## config.mk

```make
export PLATFORM = sky130hd
export DESIGN_NAME = address_pool_allocator_core
export DESIGN_NICKNAME = d
export VERILOG_FILES = /design/src/design/apa_pkg.sv /design/src/design/apa_ram.sv /design/src/design/address_pool_allocator_core.sv
export SDC_FILE = /design/constraint.sdc
export NUM_CORES = 1
export LEC_CHECK = 0
export BUFFER_PORTS_ARGS = -buffer_cell sky130_fd_sc_hd__buf_4
export CAP_MARGIN = 20
export CORE_ASPECT_RATIO = 1.25
export CORE_UTILIZATION = 60
export DETAILED_ROUTE_END_ITERATION = 8
export GPL_TIMING_DRIVEN = 0
export PLACE_DENSITY = 0.79
export SYNTH_ARGS = -nofsm -noshare
export SYNTH_HDL_FRONTEND = slang
export SYNTH_SLANG_ARGS = --single-unit
```

## constraint.sdc

```tcl
create_clock -name clk -period 7.3 [get_ports clk]
set_input_delay 1.095 -clock clk [delete_from_list [all_inputs] [get_ports clk]]
set_output_delay 1.095 -clock clk [all_outputs]
set_load 0.03 [all_outputs]
```

## src/design/apa_pkg.sv

```systemverilog
`timescale 1ns / 1ps
// Address pool allocator: shared constants, status and register codes, helpers.
// No dependencies.
package apa_pkg;

    // Pool geometry
    localparam int MAX_HOST_BITS = 8;
    localparam int POOL_DEPTH    = 1 << MAX_HOST_BITS;
    localparam int WORD_BITS     = 16;
    localparam int NUM_WORDS     = POOL_DEPTH / WORD_BITS;
    localparam int BIT_IDX_W     = $clog2(WORD_BITS);
    localparam int WORD_IDX_W    = $clog2(NUM_WORDS);
    localparam int COUNT_W       = MAX_HOST_BITS + 1;
    localparam int HB_W          = 4;

    typedef logic [WORD_BITS-1:0] word_t;

    // Result status codes
    localparam logic [1:0] ST_OK       = 2'd0;
    localparam logic [1:0] ST_FULL     = 2'd1;
    localparam logic [1:0] ST_NOT_ALLOC = 2'd2;
    localparam logic [1:0] ST_RESERVED = 2'd3;

    // Input item kinds
    localparam logic KIND_ALLOC = 1'b0;
    localparam logic KIND_FREE  = 1'b1;

    // Configuration register indexes
    localparam logic [1:0] CFG_PREFIX    = 2'd0;
    localparam logic [1:0] CFG_HOST_BITS = 2'd1;

    // Index of the lowest set bit (zero when none is set)
    function automatic logic [BIT_IDX_W-1:0] lowest_one(input word_t v);
        logic [BIT_IDX_W-1:0] idx;
        idx = '0;
        for (int i = WORD_BITS - 1; i >= 0; i--) begin
            if (v[i])
            begin
                idx = BIT_IDX_W'(i);
            end
        end
        return idx;
    endfunction

endpackage

```

## src/design/apa_ram.sv

```systemverilog
`timescale 1ns / 1ps
// Generic single-port-write, single-port-read RAM with registered read data.
// No dependencies.
module apa_ram #(
    parameter int WIDTH = 16,
    parameter int DEPTH = 16
) (
    input  logic                     clk,
    input  logic                     we,
    input  logic [$clog2(DEPTH)-1:0] wa,
    input  logic [WIDTH-1:0]         wd,
    input  logic                     re,
    input  logic [$clog2(DEPTH)-1:0] ra,
    output logic [WIDTH-1:0]         rd
);

    logic [WIDTH-1:0] mem [DEPTH];

    // Write port and registered read port; read data holds when not reading
    always_ff @(posedge clk)
    begin
        if (we)
        begin
            mem[wa] <= wd;
        end
        if (re)
        begin
            rd <= mem[ra];
        end
    end

endmodule

```

## src/design/address_pool_allocator_core.sv

```systemverilog
`timescale 1ns / 1ps
// Address pool allocator: used-map in a RAM of 16-bit words plus a per-word full flag.
// Depends on apa_pkg and apa_ram.
// out_valid rises after the S_CHK1 and S_FIN states, or after S_CHK1, S_CHK2 and S_FIN
// when the search has to move to another word (one extra RAM read); S_FIN waits while
// the output is stalled. One item at a time, set by the read-modify-write of the used-map RAM.
// Reset: the used-map is rebuilt by a pass over all 16 RAM words (one word a cycle),
// during which no item is taken; writing host_bits starts the same pass again.
module address_pool_allocator_core
    import apa_pkg::*;
(
    input  logic        clk,
    input  logic        rst_n,
    // configuration write channel
    input  logic        cfg_valid,
    output logic        cfg_ready,
    input  logic [1:0]  cfg_index,
    input  logic [31:0] cfg_data,
    // input items
    input  logic        in_valid,
    output logic        in_stall,
    input  logic        kind,
    input  logic [31:0] address,
    // result items
    output logic        out_valid,
    input  logic        out_stall,
    output logic [31:0] assigned_address,
    output logic [1:0]  status,
    output logic [COUNT_W-1:0] free_count
);

    localparam logic [2:0] S_INIT = 3'd0;
    localparam logic [2:0] S_IDLE = 3'd1;
    localparam logic [2:0] S_CHK1 = 3'd2;
    localparam logic [2:0] S_CHK2 = 3'd3;
    localparam logic [2:0] S_FIN  = 3'd4;

    localparam logic [COUNT_W-1:0] FREE_RESET = COUNT_W'(POOL_DEPTH - 3);

    logic [2:0]               state_reg, state_next;
    logic [WORD_IDX_W-1:0]    init_cnt_reg, init_cnt_next;
    logic                     kind_reg, kind_next;
    logic [MAX_HOST_BITS-1:0] host_reg, host_next;
    logic                     rsvd_reg, rsvd_next;
    logic [WORD_IDX_W-1:0]    word2_reg, word2_next;
    word_t                    summary_reg, summary_next;
    logic [COUNT_W-1:0]       free_total_reg, free_total_next;
    logic [31:0]              prefix_reg, prefix_next;
    logic [HB_W-1:0]          host_bits_reg, host_bits_next;

    // pending write-back and result held until the output slot is free
    logic                     pend_we_reg, pend_we_next;
    logic [WORD_IDX_W-1:0]    pend_word_reg, pend_word_next;
    word_t                    pend_data_reg, pend_data_next;
    logic                     pend_inc_reg, pend_inc_next;
    logic                     pend_dec_reg, pend_dec_next;
    logic [1:0]               pend_status_reg, pend_status_next;
    logic [MAX_HOST_BITS-1:0] pend_host_reg, pend_host_next;

    logic                     out_valid_reg, out_valid_next;
    logic [31:0]              out_addr_reg, out_addr_next;
    logic [1:0]               out_status_reg, out_status_next;
    logic [COUNT_W-1:0]       out_free_reg, out_free_next;

    // RAM port signals
    logic                     ram_we, ram_re;
    logic [WORD_IDX_W-1:0]    ram_wa, ram_ra;
    word_t                    ram_wd, ram_rd;

    logic [HB_W-1:0]          eff_bits;
    logic [COUNT_W-1:0]       pool_size;
    logic [MAX_HOST_BITS-1:0] host_mask;
    logic [MAX_HOST_BITS-1:0] in_host;
    logic                     in_rsvd;
    logic                     in_fire, fin_fire;
    word_t                    init_word;
    word_t                    below_mask, avail1, free_words, up_words, cand_words;
    logic [BIT_IDX_W-1:0]     bit1, bit2;
    logic [WORD_IDX_W-1:0]    pick_word;
    logic [COUNT_W-1:0]       free_after;

    apa_ram #(
        .WIDTH(WORD_BITS),
        .DEPTH(NUM_WORDS)
    ) u_used_map (
        .clk(clk),
        .we (ram_we),
        .wa (ram_wa),
        .wd (ram_wd),
        .re (ram_re),
        .ra (ram_ra),
        .rd (ram_rd)
    );

    // Pool size from the saturated host bit count
    always_comb
    begin
        if (host_bits_reg < HB_W'(2))
        begin
            eff_bits = HB_W'(2);
        end
        else if (host_bits_reg > HB_W'(MAX_HOST_BITS))
        begin
            eff_bits = HB_W'(MAX_HOST_BITS);
        end
        else
        begin
            eff_bits = host_bits_reg;
        end
        pool_size = COUNT_W'(1) << eff_bits;
        host_mask = MAX_HOST_BITS'(pool_size - COUNT_W'(1));
    end

    // Incoming host and its reserved check
    assign in_host = address[MAX_HOST_BITS-1:0] & host_mask;
    assign in_rsvd = (in_host == '0)
                  || ({1'b0, in_host} == pool_size - COUNT_W'(1))
                  || ({1'b0, in_host} == pool_size - COUNT_W'(2));

    // Word pattern written by the init pass: reserved and out-of-pool hosts marked used
    always_comb
    begin
        logic [MAX_HOST_BITS-1:0] h;
        for (int j = 0; j < WORD_BITS; j++)
        begin
            h = {init_cnt_reg, BIT_IDX_W'(j)};
            init_word[j] = (h == '0)
                        || ({1'b0, h} >= pool_size)
                        || ({1'b0, h} == pool_size - COUNT_W'(1))
                        || ({1'b0, h} == pool_size - COUNT_W'(2));
        end
    end

    // Search over the first word read, then over the full flags
    always_comb
    begin
        below_mask = (word_t'(1) << host_reg[BIT_IDX_W-1:0]) - word_t'(1);
        avail1     = ~(ram_rd | below_mask);
        bit1       = lowest_one(avail1);
        free_words = ~summary_reg;
        up_words   = free_words
                   & ~((word_t'(2) << host_reg[MAX_HOST_BITS-1:BIT_IDX_W]) - word_t'(1));
        cand_words = (!rsvd_reg && (up_words != '0)) ? up_words : free_words;
        pick_word  = WORD_IDX_W'(lowest_one(cand_words));
        bit2       = lowest_one(~ram_rd);
    end

    assign in_fire  = in_valid && !in_stall;
    assign fin_fire = (state_reg == S_FIN) && (!out_valid_reg || !out_stall);

    // Free count after the pending update
    always_comb
    begin
        free_after = free_total_reg;
        if (pend_inc_reg)
        begin
            free_after = free_total_reg + COUNT_W'(1);
        end
        else if (pend_dec_reg && (free_total_reg != '0))
        begin
            free_after = free_total_reg - COUNT_W'(1);
        end
    end

    // Control and datapath next-state logic
    always_comb
    begin
        state_next       = state_reg;
        init_cnt_next    = init_cnt_reg;
        kind_next        = kind_reg;
        host_next        = host_reg;
        rsvd_next        = rsvd_reg;
        word2_next       = word2_reg;
        summary_next     = summary_reg;
        free_total_next  = free_total_reg;
        prefix_next      = prefix_reg;
        host_bits_next   = host_bits_reg;
        pend_we_next     = pend_we_reg;
        pend_word_next   = pend_word_reg;
        pend_data_next   = pend_data_reg;
        pend_inc_next    = pend_inc_reg;
        pend_dec_next    = pend_dec_reg;
        pend_status_next = pend_status_reg;
        pend_host_next   = pend_host_reg;
        out_valid_next   = out_valid_reg;
        out_addr_next    = out_addr_reg;
        out_status_next  = out_status_reg;
        out_free_next    = out_free_reg;
        ram_we           = 1'b0;
        ram_wa           = init_cnt_reg;
        ram_wd           = init_word;
        ram_re           = 1'b0;
        ram_ra           = in_host[MAX_HOST_BITS-1:BIT_IDX_W];

        if (out_valid_reg && !out_stall)
        begin
            out_valid_next = 1'b0;
        end

        unique case (state_reg)
            S_INIT:
            begin
                ram_we = 1'b1;
                summary_next[init_cnt_reg] = &init_word;
                init_cnt_next = init_cnt_reg + WORD_IDX_W'(1);
                if (init_cnt_reg == WORD_IDX_W'(NUM_WORDS - 1))
                begin
                    free_total_next = pool_size - COUNT_W'(3);
                    state_next      = S_IDLE;
                end
            end
            S_IDLE:
            begin
                if (in_fire)
                begin
                    ram_re     = 1'b1;
                    kind_next  = kind;
                    host_next  = in_host;
                    rsvd_next  = in_rsvd;
                    state_next = S_CHK1;
                end
            end
            S_CHK1:
            begin
                pend_we_next     = 1'b0;
                pend_inc_next    = 1'b0;
                pend_dec_next    = 1'b0;
                pend_status_next = ST_OK;
                pend_word_next   = host_reg[MAX_HOST_BITS-1:BIT_IDX_W];
                pend_host_next   = host_reg;
                state_next       = S_FIN;
                if (kind_reg == KIND_FREE)
                begin
                    if (rsvd_reg)
                    begin
                        pend_status_next = ST_RESERVED;
                    end
                    else if (!ram_rd[host_reg[BIT_IDX_W-1:0]])
                    begin
                        pend_status_next = ST_NOT_ALLOC;
                    end
                    else
                    begin
                        pend_we_next   = 1'b1;
                        pend_inc_next  = 1'b1;
                        pend_data_next = ram_rd & ~(word_t'(1) << host_reg[BIT_IDX_W-1:0]);
                    end
                end
                else if (!rsvd_reg && (avail1 != '0))
                begin
                    // free host in the preferred word at or above the preferred bit
                    pend_we_next   = 1'b1;
                    pend_dec_next  = 1'b1;
                    pend_data_next = ram_rd | (word_t'(1) << bit1);
                    pend_host_next = {host_reg[MAX_HOST_BITS-1:BIT_IDX_W], bit1};
                end
                else if (free_words == '0)
                begin
                    pend_status_next = ST_FULL;
                end
                else
                begin
                    // fetch the chosen word for a second look
                    ram_re     = 1'b1;
                    ram_ra     = pick_word;
                    word2_next = pick_word;
                    state_next = S_CHK2;
                end
            end
            S_CHK2:
            begin
                pend_we_next     = 1'b1;
                pend_dec_next    = 1'b1;
                pend_inc_next    = 1'b0;
                pend_status_next = ST_OK;
                pend_word_next   = word2_reg;
                pend_data_next   = ram_rd | (word_t'(1) << bit2);
                pend_host_next   = {word2_reg, bit2};
                state_next       = S_FIN;
            end
            S_FIN:
            begin
                if (fin_fire)
                begin
                    ram_we = pend_we_reg;
                    ram_wa = pend_word_reg;
                    ram_wd = pend_data_reg;
                    if (pend_we_reg)
                    begin
                        summary_next[pend_word_reg] = &pend_data_reg;
                    end
                    free_total_next = free_after;
                    out_valid_next  = 1'b1;
                    out_status_next = pend_status_reg;
                    out_free_next   = free_after;
                    if ((kind_reg == KIND_ALLOC) && (pend_status_reg == ST_OK))
                    begin
                        out_addr_next = prefix_reg | {{(32 - MAX_HOST_BITS){1'b0}}, pend_host_reg};
                    end
                    else
                    begin
                        out_addr_next = '0;
                    end
                    state_next = S_IDLE;
                end
            end
            default:
            begin
                state_next = S_INIT;
            end
        endcase

        // Register writes; a new host bit count rebuilds the pool
        if (cfg_valid && cfg_ready)
        begin
            unique case (cfg_index)
                CFG_PREFIX:
                begin
                    prefix_next = cfg_data;
                end
                CFG_HOST_BITS:
                begin
                    host_bits_next = cfg_data[HB_W-1:0];
                    init_cnt_next  = '0;
                    state_next     = S_INIT;
                end
                default:
                begin
                end
            endcase
        end
    end

    always_ff @(posedge clk or negedge rst_n)
    begin
        if (!rst_n)
        begin
            state_reg      <= S_INIT;
            init_cnt_reg   <= '0;
            summary_reg    <= '1;
            free_total_reg <= FREE_RESET;
            prefix_reg     <= '0;
            host_bits_reg  <= HB_W'(MAX_HOST_BITS);
            out_valid_reg  <= 1'b0;
        end
        else
        begin
            state_reg      <= state_next;
            init_cnt_reg   <= init_cnt_next;
            summary_reg    <= summary_next;
            free_total_reg <= free_total_next;
            prefix_reg     <= prefix_next;
            host_bits_reg  <= host_bits_next;
            out_valid_reg  <= out_valid_next;
        end
    end

    // Payload registers
    always_ff @(posedge clk)
    begin
        kind_reg        <= kind_next;
        host_reg        <= host_next;
        rsvd_reg        <= rsvd_next;
        word2_reg       <= word2_next;
        pend_we_reg     <= pend_we_next;
        pend_word_reg   <= pend_word_next;
        pend_data_reg   <= pend_data_next;
        pend_inc_reg    <= pend_inc_next;
        pend_dec_reg    <= pend_dec_next;
        pend_status_reg <= pend_status_next;
        pend_host_reg   <= pend_host_next;
        out_addr_reg    <= out_addr_next;
        out_status_reg  <= out_status_next;
        out_free_reg    <= out_free_next;
    end

    assign cfg_ready        = 1'b1;
    assign in_stall         = (state_reg != S_IDLE);
    assign out_valid        = out_valid_reg;
    assign assigned_address = out_addr_reg;
    assign status           = out_status_reg;
    assign free_count       = out_free_reg;

    // The second word fetched was flagged as not full, so it must hold a free host
    a_chk2_has_free: assert property (@(posedge clk) disable iff (!rst_n)
        (state_reg == S_CHK2) |-> (ram_rd != '1))
        else $error("second search word has no free host");

    // Free count never exceeds the largest pool less its reserved hosts
    a_free_bound: assert property (@(posedge clk) disable iff (!rst_n)
        free_total_reg <= FREE_RESET)
        else $error("free count out of range");

    // A result only appears after the write-back step
    a_out_from_fin: assert property (@(posedge clk) disable iff (!rst_n)
        $rose(out_valid_reg) |-> ($past(state_reg) == S_FIN))
        else $error("result loaded outside write-back");

    // Failed items grant no address
    a_fail_no_addr: assert property (@(posedge clk) disable iff (!rst_n)
        (out_valid_reg && (out_status_reg != ST_OK)) |-> (out_addr_reg == '0))
        else $error("address reported with failing status");

endmodule
```

==> impl_metrics.yaml <==
worst_setup_path:
  crit_required_ps: 7720
  reg2reg_to: "u_used_map.rd[8]"
  path_class: "reg -> reg"
  worstPathArrival_ps: 6470
  cp_max_fo: 10
  r2r_slack_ps: 1250
  r2r_start: "host_reg[7]"
  end_kind: "flop"
  r2r_cells: 19
  start_kind: "flop"
worst_hold_path:
  hold_path_class: "reg -> reg"
  hold_depth: 1
  hp-start: "prefix_reg[11]"
  hold_end: "prefix_reg[11]"
floorplan:
  coreArea_um2: 34500
  die_x_um: 170
  dieArea_um2: 35900
  initial_utilization_pct: 61.2
  io_pins: 118
  fp-row-count: 76
  die_h_um: 212
place:
  placed_area_um2: 22800
  place_congestion: 0.996
  dp_hpwl_um: 44400
  port_buffers: 92
layout:
  synthToLayoutAreaGrowth_pct: 14.8
  final_cell_mix: "358 x edfxtp_1, 212 x nand2_1, 110 x buf_4"
  largest_register_ffs: 256
  nNetsFinal: 2032
  seqCellArea_um2: 12500
  nFillCells: 2427
  drive_above_1_share_pct: 19.2
  multi_input_area_um2: 8050
  final_common_cell: "edfxtp_1"
  fin_util_pct: 70.2
  antennaDiodeCount: 0
  stdcell_area_um2: 24200
power_and_ir_drop:
  ir_drop_v: 0.000281
  p_clk_share_pct: 22.5
  intPower_w: 0.00605
  seq_power_share_pct: 42.9
  leakagePower_nw: 8.99
  finalPower_w: 0.00958
  p_sw_share_pct: 36.8
  switchingPower_w: 0.00353
  p_comb_share_pct: 34.6
  power_density_nw_per_um2: 395
global_routing:
  grt_pass1_wl_um: 90800
  grt_pass1_vias: 15400
  grt_max_degree: 70
  overflow: 0
  antenna_found_initial: 0
  grt_usage_pct: 34.4
sta:
  slew_headroom_pct: 25.4
  fin_setup_tns_ps: 0
  layout_min_cycle_time_ps: 6050
  hold_violations: 0
  drv_slew: 0
  fmax_mhz: 165
  post-route-period-util_pct: 82.9
  fin_skew_ps: 50.3
  setup_viol: 0
  worst_pin_slew_ps: 1110
  rsz0062_at_grt: "no"
clock_tree:
  cts_setup_buffers: 0
  hold_buffers: 0
  htree_levels: 2
  clockBufferDepth: 3
  cts_buffers: 42
  cts.sinks: 427
  root_buffer: "clkbuf_16"
  clock_latency_ps: 580
  cts_tree: "done"
  cts_resized: 0
  clk_pin_slew_worst_paths_ps: 60
synth:
  async_flop_share_pct: 16.2
  syn_inst: 1750
  ys.flop_type: "edfxtp_1"
  ys_ff_latch: 427
  synth-edff-count: 358
  avgSynthCellArea_um2: 12.1
  synthDistinctLibCells: 105
  syn_area_um2: 21100
  yosysSeqAreaShare_pct: 59.2
  synth-warning-count: 0
  synth_top_area_cell: "edfxtp_1"
  synth.top_cell.area_share_pct: 50.9
  synth_area_leaders: "edfxtp_1 51%, dfrtp_1 5.3%, nand2_1 3.8%"
job:
  maxCapViolCount: 0
detailed_routing:
  drt_iter0_drc: 1588
  drt_drc_violations_left: 0
  firstDrtPassIters: 5
  routed_wl_um: 60900
  wl_per_cell_um: 25.0
  vias_per_cell: 6.43
  vias: 15600
  drtAntennaViolNets: 0
outcome:
  status: "finished, final reports clean"
-- critical path, stage by stage, from the launching register on --
cell      delay (ps)
edfxtp_1         500
buf_4            220
clkbuf_1         230
nor4_1           410
inv_1            120
ha_1             200
buf_2            170
or3_1            310
a21o_1           210
a211oi_2         310
nand4_2          260
o31ai_2          470
a21oi_1          130
a31oi_1          300
o211ai_2         160
nand2_1          450
clkbuf_1         610
nand2_1          130
a32oi_1          390
and4_1           310
-- stage by stage --
| step | std cells | hold WS, ps | setup slack, ps |
|---|---|---|---|
| floorplan | 1770 | 427 | 2730 |
| global placement | 2330 | 475 | 1480 |
| detailed placement | 2352 | 486 | 1440 |
| CTS | 2428 | 501 | 1420 |
| global route | 2434 | 509 | 935 |
| finish | 2434 | 498 | 1250 |
-- how the worst max path moves through the flow --
stage | startpoint | endpoint | slack [ps] | depth (start not counted)
finish | host_reg[7] | u_used_map.rd[8] | 1250 | 19
global route | host_reg[7] | u_used_map.rd[8] | 940 | 20
CTS | host_reg[7] | u_used_map.rd[2] | 1420 | 19
detailed placement | host_reg[7] | u_used_map.rd[2] | 1440 | 19
global placement | host_reg[7] | u_used_map.rd[13] | 1480 | 19
floorplan | host_reg[7] | u_used_map.rd[2] | 2730 | 20
-- metal layers --
layer  vias to the layer above  routed length, µm  GRT usage (%)
met4                         0               4170           22.3
met1                      7629              21800           39.7
met2                       828              30600           59.8
met3                       197               4310           4.71
li1                       6995                  -              -
met5                         -                  0              0
-- kinds of logic after synthesis --
| family | Yosys count | share of synthesized area, % |
|---|---|---|
| xor+xnor | 23 | 0.954 |
| simple gates | 582 | 13.9 |
| mux | 138 | 7.22 |
| other cells | 2 | 0.0356 |
| flops | 427 | 59.2 |
| buf+inv | 143 | 3.19 |
| compound gates | 409 | 13.9 |
| fa+ha+maj | 26 | 1.54 |
-- synth_stat cells, drive strengths merged (23+ instances only) --
cell    number
nor2       116
a32oi       32
dfrtp       45
nor3        30
clkbuf      41
ha          26
buf         52
nand3       39
inv         50
edfxtp     358
dfstp       24
mux2        65
mux2i       68
nand2      215
a21oi      103
and2        40
a31oi       23
o21ai       59
-- power groups by stage --
stage	Combinational (W)	Clock, W	Sequential (W)
floorplan	0.00195	0	0.00406
global placement	0.00293	0	0.00414
detailed placement	0.00316	0	0.00414
CTS	0.00319	0.00216	0.00410
global route	0.00352	0.00225	0.00415
finish	0.00332	0.00215	0.00411
-- final cells by class --
type                       count  share of cell area, %
inverter                      50                  0.774
clock inverter                22                  0.939
clock buffer                  54                   4.73
sequential                   427                   51.6
timing repair buffer         120                   4.33
multi-input combinational   1200                   33.2
buffer                        93                   2.01
tap                          468                   2.42
Note: power is estimated with default switching activity, not from simulation.
